**src/sv/framed_word_stream_decoder_unit_defines.svh**
```systemverilog
// Assertion macros used by fwsd_decode of the framed word stream decoder.
`ifndef FRAMED_WORD_STREAM_DECODER_UNIT_DEFINES_SVH
`define FRAMED_WORD_STREAM_DECODER_UNIT_DEFINES_SVH

// Consequent must hold in the same cycle as the antecedent.
`define FWSD_ASSERT_NOW(lbl, ante, cons, msg) \
  lbl: assert property (@(posedge clk) disable iff (!rst_n) (ante) |-> (cons)) \
    else $error(msg);

// Consequent must hold in the cycle after the antecedent.
`define FWSD_ASSERT_NEXT(lbl, ante, cons, msg) \
  lbl: assert property (@(posedge clk) disable iff (!rst_n) (ante) |=> (cons)) \
    else $error(msg);

`endif

```
**src/sv/fwsd_pkg.sv**
```systemverilog
// Types and constants of the framed word stream decoder.
package fwsd_pkg;

  typedef enum logic [2:0] {
    ST_BUSY     = 3'd0,
    ST_COMMAND  = 3'd1,
    ST_LEAD_ERR = 3'd2,
    ST_DATA_ERR = 3'd3,
    ST_END_ERR  = 3'd4,
    ST_SUM_ERR  = 3'd5,
    ST_DONE     = 3'd6
  } fwsd_status_t;

  // Byte kind from bits 7:6.
  localparam logic [1:0] KIND_LEAD = 2'b11;
  localparam logic [1:0] KIND_END  = 2'b10;

  localparam logic [2:0]  CNT_LONG     = 3'd7;
  localparam logic [2:0]  BLOCKS_LONG  = 3'd5;
  localparam logic [15:0] INV_PATTERN  = 16'hFFFF;

  typedef struct packed {
    fwsd_status_t status;
    logic [6:0]   address;
    logic [31:0]  word;
  } fwsd_result_t;

endpackage

```
**src/sv/framed_word_stream_decoder_unit.sv**
```systemverilog
// Top level of the framed word stream decoder.
//
//   channel  direction  handshake          payload
//   in_      input      in_valid/in_stall  in_rx_byte[7:0]
//   out_     output     out_valid/out_stall out_status[2:0], out_address[6:0], out_word[31:0]
//   cfg_     input      cfg_valid/cfg_ready cfg_check_inverse
//
// One item is accepted per cycle while in_stall is low; each item gives exactly one result item.
// Each item passes an input register, the decode logic, then a result register.
// A stalled result holds; the input register still fills once, then in_stall rises.
// Reset is synchronous and clears the frame state and check_inverse.
// Configuration writes are always taken (cfg_ready is tied high).
module framed_word_stream_decoder_unit (
  input  logic        clk,
  input  logic        rst_n,
  input  logic        in_valid,
  output logic        in_stall,
  input  logic [7:0]  in_rx_byte,
  output logic        out_valid,
  input  logic        out_stall,
  output logic [2:0]  out_status,
  output logic [6:0]  out_address,
  output logic [31:0] out_word,
  input  logic        cfg_valid,
  output logic        cfg_ready,
  input  logic        cfg_check_inverse
);

  logic                   check_inverse_r;
  logic                   s1_valid;
  logic [7:0]             s1_byte;
  logic                   advance;
  fwsd_pkg::fwsd_result_t result;

  assign cfg_ready = 1'b1;

  always_ff @(posedge clk) begin
    if (!rst_n) begin
      check_inverse_r <= 1'b0;
    end else if (cfg_valid && cfg_ready) begin
      check_inverse_r <= cfg_check_inverse;
    end
  end

  fwsd_in_stage u_in (
    .clk        (clk),
    .rst_n      (rst_n),
    .in_valid   (in_valid),
    .in_stall   (in_stall),
    .in_rx_byte (in_rx_byte),
    .advance    (advance),
    .s1_valid   (s1_valid),
    .s1_byte    (s1_byte)
  );

  fwsd_decode u_dec (
    .clk           (clk),
    .rst_n         (rst_n),
    .check_inverse (check_inverse_r),
    .s1_valid      (s1_valid),
    .s1_byte       (s1_byte),
    .advance       (advance),
    .result        (result)
  );

  fwsd_out_stage u_out (
    .clk         (clk),
    .rst_n       (rst_n),
    .s1_valid    (s1_valid),
    .result      (result),
    .advance     (advance),
    .out_valid   (out_valid),
    .out_stall   (out_stall),
    .out_status  (out_status),
    .out_address (out_address),
    .out_word    (out_word)
  );

endmodule

```
**src/sv/fwsd_in_stage.sv**
```systemverilog
// Input register stage of the framed word stream decoder.
module fwsd_in_stage (
  input  logic       clk,
  input  logic       rst_n,
  input  logic       in_valid,
  output logic       in_stall,
  input  logic [7:0] in_rx_byte,
  input  logic       advance,
  output logic       s1_valid,
  output logic [7:0] s1_byte
);

  logic       s1_valid_r;
  logic [7:0] s1_byte_r;

  // The register may refill in the same cycle its item moves on.
  assign in_stall = s1_valid_r && !advance;

  always_ff @(posedge clk) begin
    if (!rst_n) begin
      s1_valid_r <= 1'b0;
    end else if (!in_stall) begin
      s1_valid_r <= in_valid;
    end
  end

  always_ff @(posedge clk) begin
    if (in_valid && !in_stall) begin
      s1_byte_r <= in_rx_byte;
    end
  end

  assign s1_valid = s1_valid_r;
  assign s1_byte  = s1_byte_r;

endmodule

```
**src/sv/fwsd_decode.sv**
```systemverilog
// Frame state and per-byte decode logic of the framed word stream decoder.
`include "framed_word_stream_decoder_unit_defines.svh"

module fwsd_decode (
  input  logic                  clk,
  input  logic                  rst_n,
  input  logic                  check_inverse,
  input  logic                  s1_valid,
  input  logic [7:0]            s1_byte,
  input  logic                  advance,
  output fwsd_pkg::fwsd_result_t result
);

  logic [2:0]  blocks_left_r, blocks_left_nxt;
  logic [31:0] work_word_r, work_word_nxt;
  logic        clear_pending_r, clear_pending_nxt;
  logic [2:0]  bl_eff;
  logic [2:0]  cnt;
  logic        step;

  assign step = s1_valid && advance;
  assign cnt  = s1_byte[5:3];

  always_comb begin
    bl_eff          = clear_pending_r ? 3'd0 : blocks_left_r;
    blocks_left_nxt = bl_eff;
    work_word_nxt   = work_word_r;
    result.status   = fwsd_pkg::ST_BUSY;
    result.address  = 7'd0;
    result.word     = 32'd0;

    case (s1_byte[7:6])
      fwsd_pkg::KIND_LEAD: begin
        if (cnt <= 3'd1) begin
          result.status = fwsd_pkg::ST_COMMAND;
        end else begin
          // A new lead always starts a frame; one already open is reported.
          if (bl_eff != 3'd0) begin
            result.status = fwsd_pkg::ST_LEAD_ERR;
          end
          if (cnt == fwsd_pkg::CNT_LONG) begin
            work_word_nxt   = {28'd0, s1_byte[3:0]};
            blocks_left_nxt = fwsd_pkg::BLOCKS_LONG;
          end else begin
            work_word_nxt   = {29'd0, s1_byte[2:0]};
            blocks_left_nxt = cnt - 3'd1;
          end
        end
      end
      fwsd_pkg::KIND_END: begin
        if (bl_eff == 3'd1) begin
          if (check_inverse &&
              ((work_word_r[15:0] ^ work_word_r[31:16]) != fwsd_pkg::INV_PATTERN)) begin
            result.status = fwsd_pkg::ST_SUM_ERR;
          end else begin
            result.status  = fwsd_pkg::ST_DONE;
            result.address = {1'b0, s1_byte[5:0]} + 7'd1;
            result.word    = work_word_r;
          end
        end else begin
          result.status = fwsd_pkg::ST_END_ERR;
        end
      end
      default: begin
        if (bl_eff >= 3'd2) begin
          blocks_left_nxt = bl_eff - 3'd1;
          work_word_nxt   = {work_word_r[24:0], s1_byte[6:0]};
        end else begin
          result.status = fwsd_pkg::ST_DATA_ERR;
        end
      end
    endcase

    clear_pending_nxt = (result.status != fwsd_pkg::ST_BUSY) &&
                        (result.status != fwsd_pkg::ST_LEAD_ERR);
  end

  always_ff @(posedge clk) begin
    if (!rst_n) begin
      blocks_left_r   <= 3'd0;
      work_word_r     <= 32'd0;
      clear_pending_r <= 1'b0;
    end else if (step) begin
      blocks_left_r   <= blocks_left_nxt;
      work_word_r     <= work_word_nxt;
      clear_pending_r <= clear_pending_nxt;
    end
  end

  `FWSD_ASSERT_NOW(a_blocks_range, 1'b1, blocks_left_r <= fwsd_pkg::BLOCKS_LONG,
    "blocks_left exceeds longest frame")
  `FWSD_ASSERT_NOW(a_done_addr, step && result.status == fwsd_pkg::ST_DONE,
    result.address != 7'd0, "finished frame with zero address")
  `FWSD_ASSERT_NOW(a_word_zero, step && result.status != fwsd_pkg::ST_DONE,
    result.word == 32'd0 && result.address == 7'd0, "payload on unfinished result")
  `FWSD_ASSERT_NEXT(a_clear_sched, step && clear_pending_nxt, clear_pending_r,
    "final result did not schedule a clear")

endmodule

```
**src/sv/fwsd_out_stage.sv**
```systemverilog
// Result register stage of the framed word stream decoder.
module fwsd_out_stage (
  input  logic                  clk,
  input  logic                  rst_n,
  input  logic                  s1_valid,
  input  fwsd_pkg::fwsd_result_t result,
  output logic                  advance,
  output logic                  out_valid,
  input  logic                  out_stall,
  output logic [2:0]            out_status,
  output logic [6:0]            out_address,
  output logic [31:0]           out_word
);

  logic                   out_valid_r;
  fwsd_pkg::fwsd_result_t result_r;

  // The result register takes a new item when empty or being emptied.
  assign advance = !out_valid_r || !out_stall;

  always_ff @(posedge clk) begin
    if (!rst_n) begin
      out_valid_r <= 1'b0;
    end else if (advance) begin
      out_valid_r <= s1_valid;
    end
  end

  always_ff @(posedge clk) begin
    if (s1_valid && advance) begin
      result_r <= result;
    end
  end

  assign out_valid   = out_valid_r;
  assign out_status  = result_r.status;
  assign out_address = result_r.address;
  assign out_word    = result_r.word;

endmodule
```
**config.mk**
```make
export PLATFORM = sky130hd
export DESIGN_NAME = framed_word_stream_decoder_unit
export DESIGN_NICKNAME = d
export VERILOG_FILES = /design/src/sv/fwsd_pkg.sv /design/src/sv/framed_word_stream_decoder_unit.sv /design/src/sv/fwsd_in_stage.sv /design/src/sv/fwsd_decode.sv /design/src/sv/fwsd_out_stage.sv
export VERILOG_INCLUDE_DIRS = /design/src /design/src/sv
export SDC_FILE = /design/constraint.sdc
export NUM_CORES = 1
export LEC_CHECK = 0
export BUFFER_PORTS_ARGS = -buffer_cell sky130_fd_sc_hd__buf_4
export CAP_MARGIN = 5
export CORE_ASPECT_RATIO = 1.4
export CORE_UTILIZATION = 45
export CTS_CLUSTER_DIAMETER = 30
export DETAILED_ROUTE_END_ITERATION = 12
export PLACE_DENSITY = 0.66
export SETUP_SLACK_MARGIN = 0.3
export SLEW_MARGIN = 0
export SYNTH_ARGS = -nofsm -noshare
export SYNTH_HDL_FRONTEND = slang
export SYNTH_SLANG_ARGS = --single-unit
```
**constraint.sdc**
```tcl
create_clock -name clk -period 4.4 [get_ports clk]
set_input_delay 0.66 -clock clk [delete_from_list [all_inputs] [get_ports clk]]
set_output_delay 0.66 -clock clk [all_outputs]
set_load 0.02 [all_outputs]
```
# After elaboration in Yosys (flattened, before gate mapping)
# Index checks and enable logic that the tools add are counted.
[classes] add_sub_neg=3 order_cmp=2 eq_ne=7 mux=15 bitwise=3 n_reduce_logical=15
[op_table] operator="two-way mux 32 bit" count=2
[op_table] operator="case mux 32 bit (2 select lines)" count=1
[op_table] operator="two-way mux 3 bit" count=6
[op_table] operator="inequality test 16 bit (second input constant)" count=1
[op_table] operator="XOR 16 bit" count=1
[op_table] operator="case mux 3 bit (2 select lines)" count=2
[op_table] operator="adder 6 x 1 -> 7 bit (second input constant)" count=1
[op_table] operator="two-way mux 2 bit" count=3
[op_table] operator="nonzero test 3 bit" count=2
[op_table] operator="subtractor 3 x 1 -> 3 bit (second input constant)" count=2
[op_table] operator="logical AND 1 bit" count=5
[op_table] operator="== test 2 bit (second input constant)" count=2
[op_table] operator="zero test 1 bit" count=4
[op_table] operator="two-way mux 4 bit" count=1
[op_table] operator="AND reduction 4 bit" count=1
[op_table] operator="== test 3 x 1 -> 1 bit (second input constant)" count=1
[op_table] operator="== test 3 bit (second input constant)" count=1
[op_table] operator="greater-or-equal comparator 3 x 2 -> 1 bit (second input constant)" count=1
[op_table] operator="less-or-equal comparator 3 x 1 -> 1 bit (second input constant)" count=1
[op_table] operator="inequality test 3 x 2 -> 1 bit (second input constant)" count=1
[op_table] operator="OR reduction 3 bit" count=1
[op_table] operator="inequality test 2 bit (second input constant)" count=1
[op_table] operator="inverter 1 bit" count=2
[op_table] operator="nonzero test 2 bit" count=1
[op_table] operator="logical OR 1 bit" count=1
[word_totals] ff_bits=89 inputBits=14 out_inout_bits=45

# Logic depth before layout (Yosys ltp)
[logic_depth] ltp_word=8 mapped_depth=9

# By module
# Synthesis repeated with hierarchy kept, for this count alone.
[unflattened] cells_unflattened=382 area_unflattened_um2=3853.7
[by_module_without_submodules] module="fwsd_decode" instances=1 cells_each=318 area_per_inst_um2=2215.9 seq_area_each_um2=720.7
[by_module_without_submodules] module="fwsd_out_stage" instances=1 cells_each=47 area_per_inst_um2=1302.5 seq_area_each_um2=1281.2
[by_module_without_submodules] module="fwsd_in_stage" instances=1 cells_each=12 area_per_inst_um2=287.8 seq_area_each_um2=260.2
[by_module_without_submodules] module="framed_word_stream_decoder_unit" instances=1 cells_each=5 area_per_inst_um2=47.5 seq_area_each_um2=20.0

# Worst setup path after synthesis
# No wires, ideal clock.
[synth_timing] path_type="input to register" startpoint="input port out_stall" endpoint="register u_dec.work_word_r[31]" t_arrival_ns=2.656 t_required_ns=4.327 path_slack_ns=1.671 path_stages=6 path_buffers=1 path_cell_list="nand2_1 -> nand2_1 -> inv_1 -> clkbuf_1 -> nand4_1 -> a21oi_1"
[synth_between] elab_chain_len=4
[synth_lines] item="from (decl)" line_no="framed_word_stream_decoder_unit.sv:20" source="input logic out_stall,"
[synth_lines] item="zero test 1 bit" line_no="fwsd_out_stage.sv:19" source="assign advance = !out_valid_r || !out_stall;"
[synth_lines] item="logical OR 1 bit" line_no="fwsd_out_stage.sv:19"
[synth_lines] item="logical AND 1 bit" line_no="fwsd_decode.sv:21" source="assign step = s1_valid && advance;"
[synth_lines] item="net u_dec.step" line_no="fwsd_decode.sv:19" source="logic step;"
[synth_lines] item="AND reduction 4 bit (no line)"
[synth_lines] item="to (signal assigned)" line_no="fwsd_decode.sv:85" source="work_word_r <= work_word_nxt;"
[synth_lines] item="to (decl)" line_no="fwsd_decode.sv:15" source="logic [31:0] work_word_r, work_word_nxt;"
# The timed path passes the listed nets, and every way through them passes these cells.
# A chain may end at the register's enable or synchronous reset.

# Final worst setup path
[layout_timing] startpoint="register u_in.s1_byte_r[5], in the netlist u_in.s1_byte[5]" endpoint="register u_dec.work_word_r[15]"
[layout_between] elab_chain_len=3
[layout_lines] item="from (decl)" line_no="fwsd_in_stage.sv:14" source="logic [7:0] s1_byte_r;"
[layout_lines] item="from (signal assigned)" line_no="fwsd_in_stage.sv:29" source="s1_byte_r <= in_rx_byte;"
[layout_lines] item="less-or-equal comparator 3 x 1 -> 1 bit" line_no="fwsd_decode.sv:34" source="if (cnt <= 3'd1) begin"
[layout_lines] item="inequality test 2 bit (no line)"
[layout_lines] item="AND reduction 4 bit (no line)"
# No other way between the ends.

==> impl_metrics.json <==
{
  "postSynthAreaPerCell_um2": 9.94,
  "hold_viol_final": 0,
  "worst-setup-path-type": "reg2reg",
  "met3_wire_len_um": 458,
  "maxSlewHeadroom": 0.237,
  "maxClockFrequency_mhz": 423,
  "report.final.setup_viol": 0,
  "cts_setup_buffers": 0,
  "timing.reg2reg.worst_path_depth": 4,
  "wirelength_mm": 8.67,
  "finalClockSkew_ps": 6.88,
  "clock_sinks": 89,
  "number_of_enable_flip_flop_cells_after_synthesis": 50,
  "pre_cts_ws_ps": 1950,
  "chipHeight_um": 112,
  "main_combinational_cell_family_by_area_after_synthesis": "simple AND/OR/NAND/NOR gates",
  "timing.final.crit_period_ps": 2360,
  "tritoncts": "done",
  "synth_fp_nets": 407,
  "synth.yosys.seq_area_share": 0.590,
  "fin_area_um2": 4640,
  "cts_inserted_buffers": 9,
  "worst-endpoint-arrival_ps": 2600,
  "top_layer_used": "met4",
  "fin_crit_sh": 0.537,
  "cell_count_after_synthesis": 389,
  "routed_via_count_divided_by_cell_count": 5.78,
  "rd_place_congestion": 0.931,
  "synth.lib_cells_used.distinct": 39,
  "vias_in_the_first_global_route": 2833,
  "rr_startpoint": "u_in.s1_byte[5]",
  "cap_viol_max_count": 0,
  "cts.path.max_buffers": 2,
  "post_synth_instance_area_um2": 3870,
  "row_count": 39,
  "grt-ovfl-total": 0,
  "pin_count_of_the_biggest_net_entering_global_routing": 46,
  "final_util": 0.562,
  "synth.ff_latch_count": 89,
  "regToRegSetupSlack_ps": 2040,
  "grt_antenna_before_repair": 0,
  "yosysWarnings": 0,
  "setup-tns-final_ps": 0,
  "tightest_slew_ps": 1140,
  "critical_path_required_ps": 4630,
  "number_of_port_buffers": 57,
  "cts.clk_slew.worst_paths_ps": 60,
  "cts.repair.resized": 0,
  "dp_wirelength_mm": 5.59,
  "met2_wirelength_mm": 4.56,
  "worstHoldEndpoint": "u_out.out_valid",
  "layout-area-overhead-vs-synth_pct": 19.9,
  "placed_area_um2": 4360,
  "synth-compound-area-share": 0.135,
  "synth_xor_area_frac": 0.0453,
  "critical_path.startpoint_type": "register",
  "worst_hold_path_type": "reg2reg",
  "global_route.usage.total": 0.205,
  "endpoint_kind": "register",
  "route.vias.total": 3099,
  "ios": 59,
  "drive_gt1_frac": 0.182,
  "initial_utilization": 0.469,
  "synth_simple_gate_area_share": 0.171,
  "route.detailed.drc": 0,
  "clk-insertion-delay-late_ps": 340,
  "final_count_of_pins_violating_max_slew": 0,
  "holdCritStartpoint": "u_in.s1_valid",
  "outcome": "finished, final reports clean",
  "clock-root-buffer": "sky130_fd_sc_hd__clkbuf_16",
  "synth.mux.area_fraction": 0.00259,
  "first_pass_iters": 4,
  "die_width_um": 80.3,
  "met1_length_mm": 3.36,
  "drt-initial-drc-count": 307,
  "antenna_violating_nets_left": 0,
  "peakVddDrop_uv": 226,
  "finalWorstSetupSlack_ps": 2040,
  "grt_first_pass_wirelength_mm": 13.8,
  "synthFlopType": "sky130_fd_sc_hd__edfxtp_1",
  "post_synth_fa_ha_maj_area_fraction": 0.0129,
  "leakagePower_nw": 1.61,
  "critPathLaunch": "u_in.s1_byte[5]",
  "rsz_0062_raised_after_global_routing": "false",
  "critical_path_peak_fanout": 32,
  "drt-wirelength-per-cell_um": 16.2,
  "fin_worst_hold_slack_ps": 481,
  "core-area_um2": 8250,
  "async_flop_share": 0,
  "worstHoldPathCells": 2,
  "worst_r2r_endpoint": "u_dec.work_word_r[15]",
  "nNetsFinal": 447,
  "cts_htree_levels": 3,
  "power_density_nw_per_um2": 388,
  "cts_hold_buffers": 0,
  "antenna_cells": 0,
  "die_area_um2": 8970
}
-- area by class of cell --
| cell class | count | area (µm²) |
|---|---|---|
| sequential | 89 | 2280 |
| timing repair buffer | 62 | 478 |
| multi-input combinational | 259 | 1440 |
| clock inverter | 4 | 28.8 |
| fill | 735 | 3610 |
| inverter | 8 | 30.0 |
| clock buffer | 12 | 246 |
| tap | 102 | 128 |
-- logic make-up (layout without fill, tap and decap cells) --
kind of cell | Yosys count | after routing
AO/OA/AOI/OAI | 94 | 94
other | 1 | 1
XOR/XNOR | 20 | 20
flip-flops | 89 | 89
adder cells (fa/ha/maj) | 4 | 4
buffers and inverters | 41 | 86
multiplexers | 1 | 1
AND/OR/NAND/NOR | 139 | 139
-- worst max-delay path, stage by stage (launching register included) --
cell and delay [ps]:
sky130_fd_sc_hd__edfxtp_1 520, sky130_fd_sc_hd__o211ai_1 440, sky130_fd_sc_hd__o31a_1 910, sky130_fd_sc_hd__o21ai_0 170, sky130_fd_sc_hd__a21oi_1 200
-- registers in the layout, summed over array words and instances, names as in the netlist --
signal                 flops
u_out.out_valid            1
u_in.s1_valid              1
u_out.out_status           3
u_out.out_word            32
check_inverse_r            1
u_out.out_address          7
u_dec.clear_pending_r      1
u_in.s1_byte               8
u_dec.work_word_r         32
u_dec.blocks_left_r        3
-- cell usage in the layout, fill, tap and decap left out, types with 4 or more instances in the layout --
cell                        Yosys  layout
sky130_fd_sc_hd__nand3_1        8       8
sky130_fd_sc_hd__clkbuf_16      0       9
sky130_fd_sc_hd__nor2_1        42      42
sky130_fd_sc_hd__dfxtp_1       39      39
sky130_fd_sc_hd__inv_1          7       6
sky130_fd_sc_hd__a21oi_1       38      38
sky130_fd_sc_hd__nand2_1       39      39
sky130_fd_sc_hd__o21ai_0       38      38
sky130_fd_sc_hd__edfxtp_1      50      50
sky130_fd_sc_hd__buf_4          1      61
sky130_fd_sc_hd__nor4_1         4       4
sky130_fd_sc_hd__nand4_1       28      28
sky130_fd_sc_hd__xnor2_1       19      19
sky130_fd_sc_hd__ha_1           4       4
sky130_fd_sc_hd__nor3_1         7       7
-- metal layers --
layer / track usage / vias up
met3: 0.0418 / 24
met5: 0 / -
met4: 0.118 / 0
met1: 0.252 / 1481
li1: - / 1480
met2: 0.329 / 114
-- worst max-delay path by stage --
| stage | end | slack [ps] | cells after the start |
|---|---|---|---|
| after floorplan | u_dec.work_word_r[31] | 1670 | 6 |
| after global placement | u_dec.work_word_r[14] | 2060 | 8 |
| after detailed placement | u_dec.work_word_r[15] | 1950 | 8 |
| after CTS | u_dec.work_word_r[15] | 2070 | 4 |
| after global routing | u_dec.work_word_r[28] | 1840 | 4 |
| final | u_dec.work_word_r[15] | 2040 | 4 |
-- synth_stat cells (all sizes together), types with 5 or more instances --
cell type / count / share of area
nor2: 42 / 0.041
clkbuf: 26 / 0.025
o21ai: 38 / 0.049
edfxtp: 50 / 0.39
buf: 7 / 0.0087
a21oi: 38 / 0.049
xnor2: 19 / 0.043
inv: 7 / 0.0068
nand4: 28 / 0.045
nand3: 8 / 0.010
nand2: 39 / 0.038
dfxtp: 39 / 0.20
nor4: 5 / 0.0097
nor3: 7 / 0.0091
-- stage by stage --
| stage | total power, mW | cells |
|---|---|---|
| after global placement | 1.10 | 520 |
| final | 1.80 | 536 |
| after detailed placement | 1.10 | 520 |
| after floorplan | 1.04 | 389 |
| after global routing | 1.85 | 536 |
| after CTS | 1.80 | 536 |
-- power by group --
group | internal, mW | leakage (nW) | total (mW) | switching (mW)
combinational | 0.0527 | 0.689 | 0.160 | 0.108
clock | 0.399 | 0.130 | 0.713 | 0.315
sequential | 0.904 | 0.793 | 0.924 | 0.0203
Note: power is estimated with default switching activity, not from simulation.
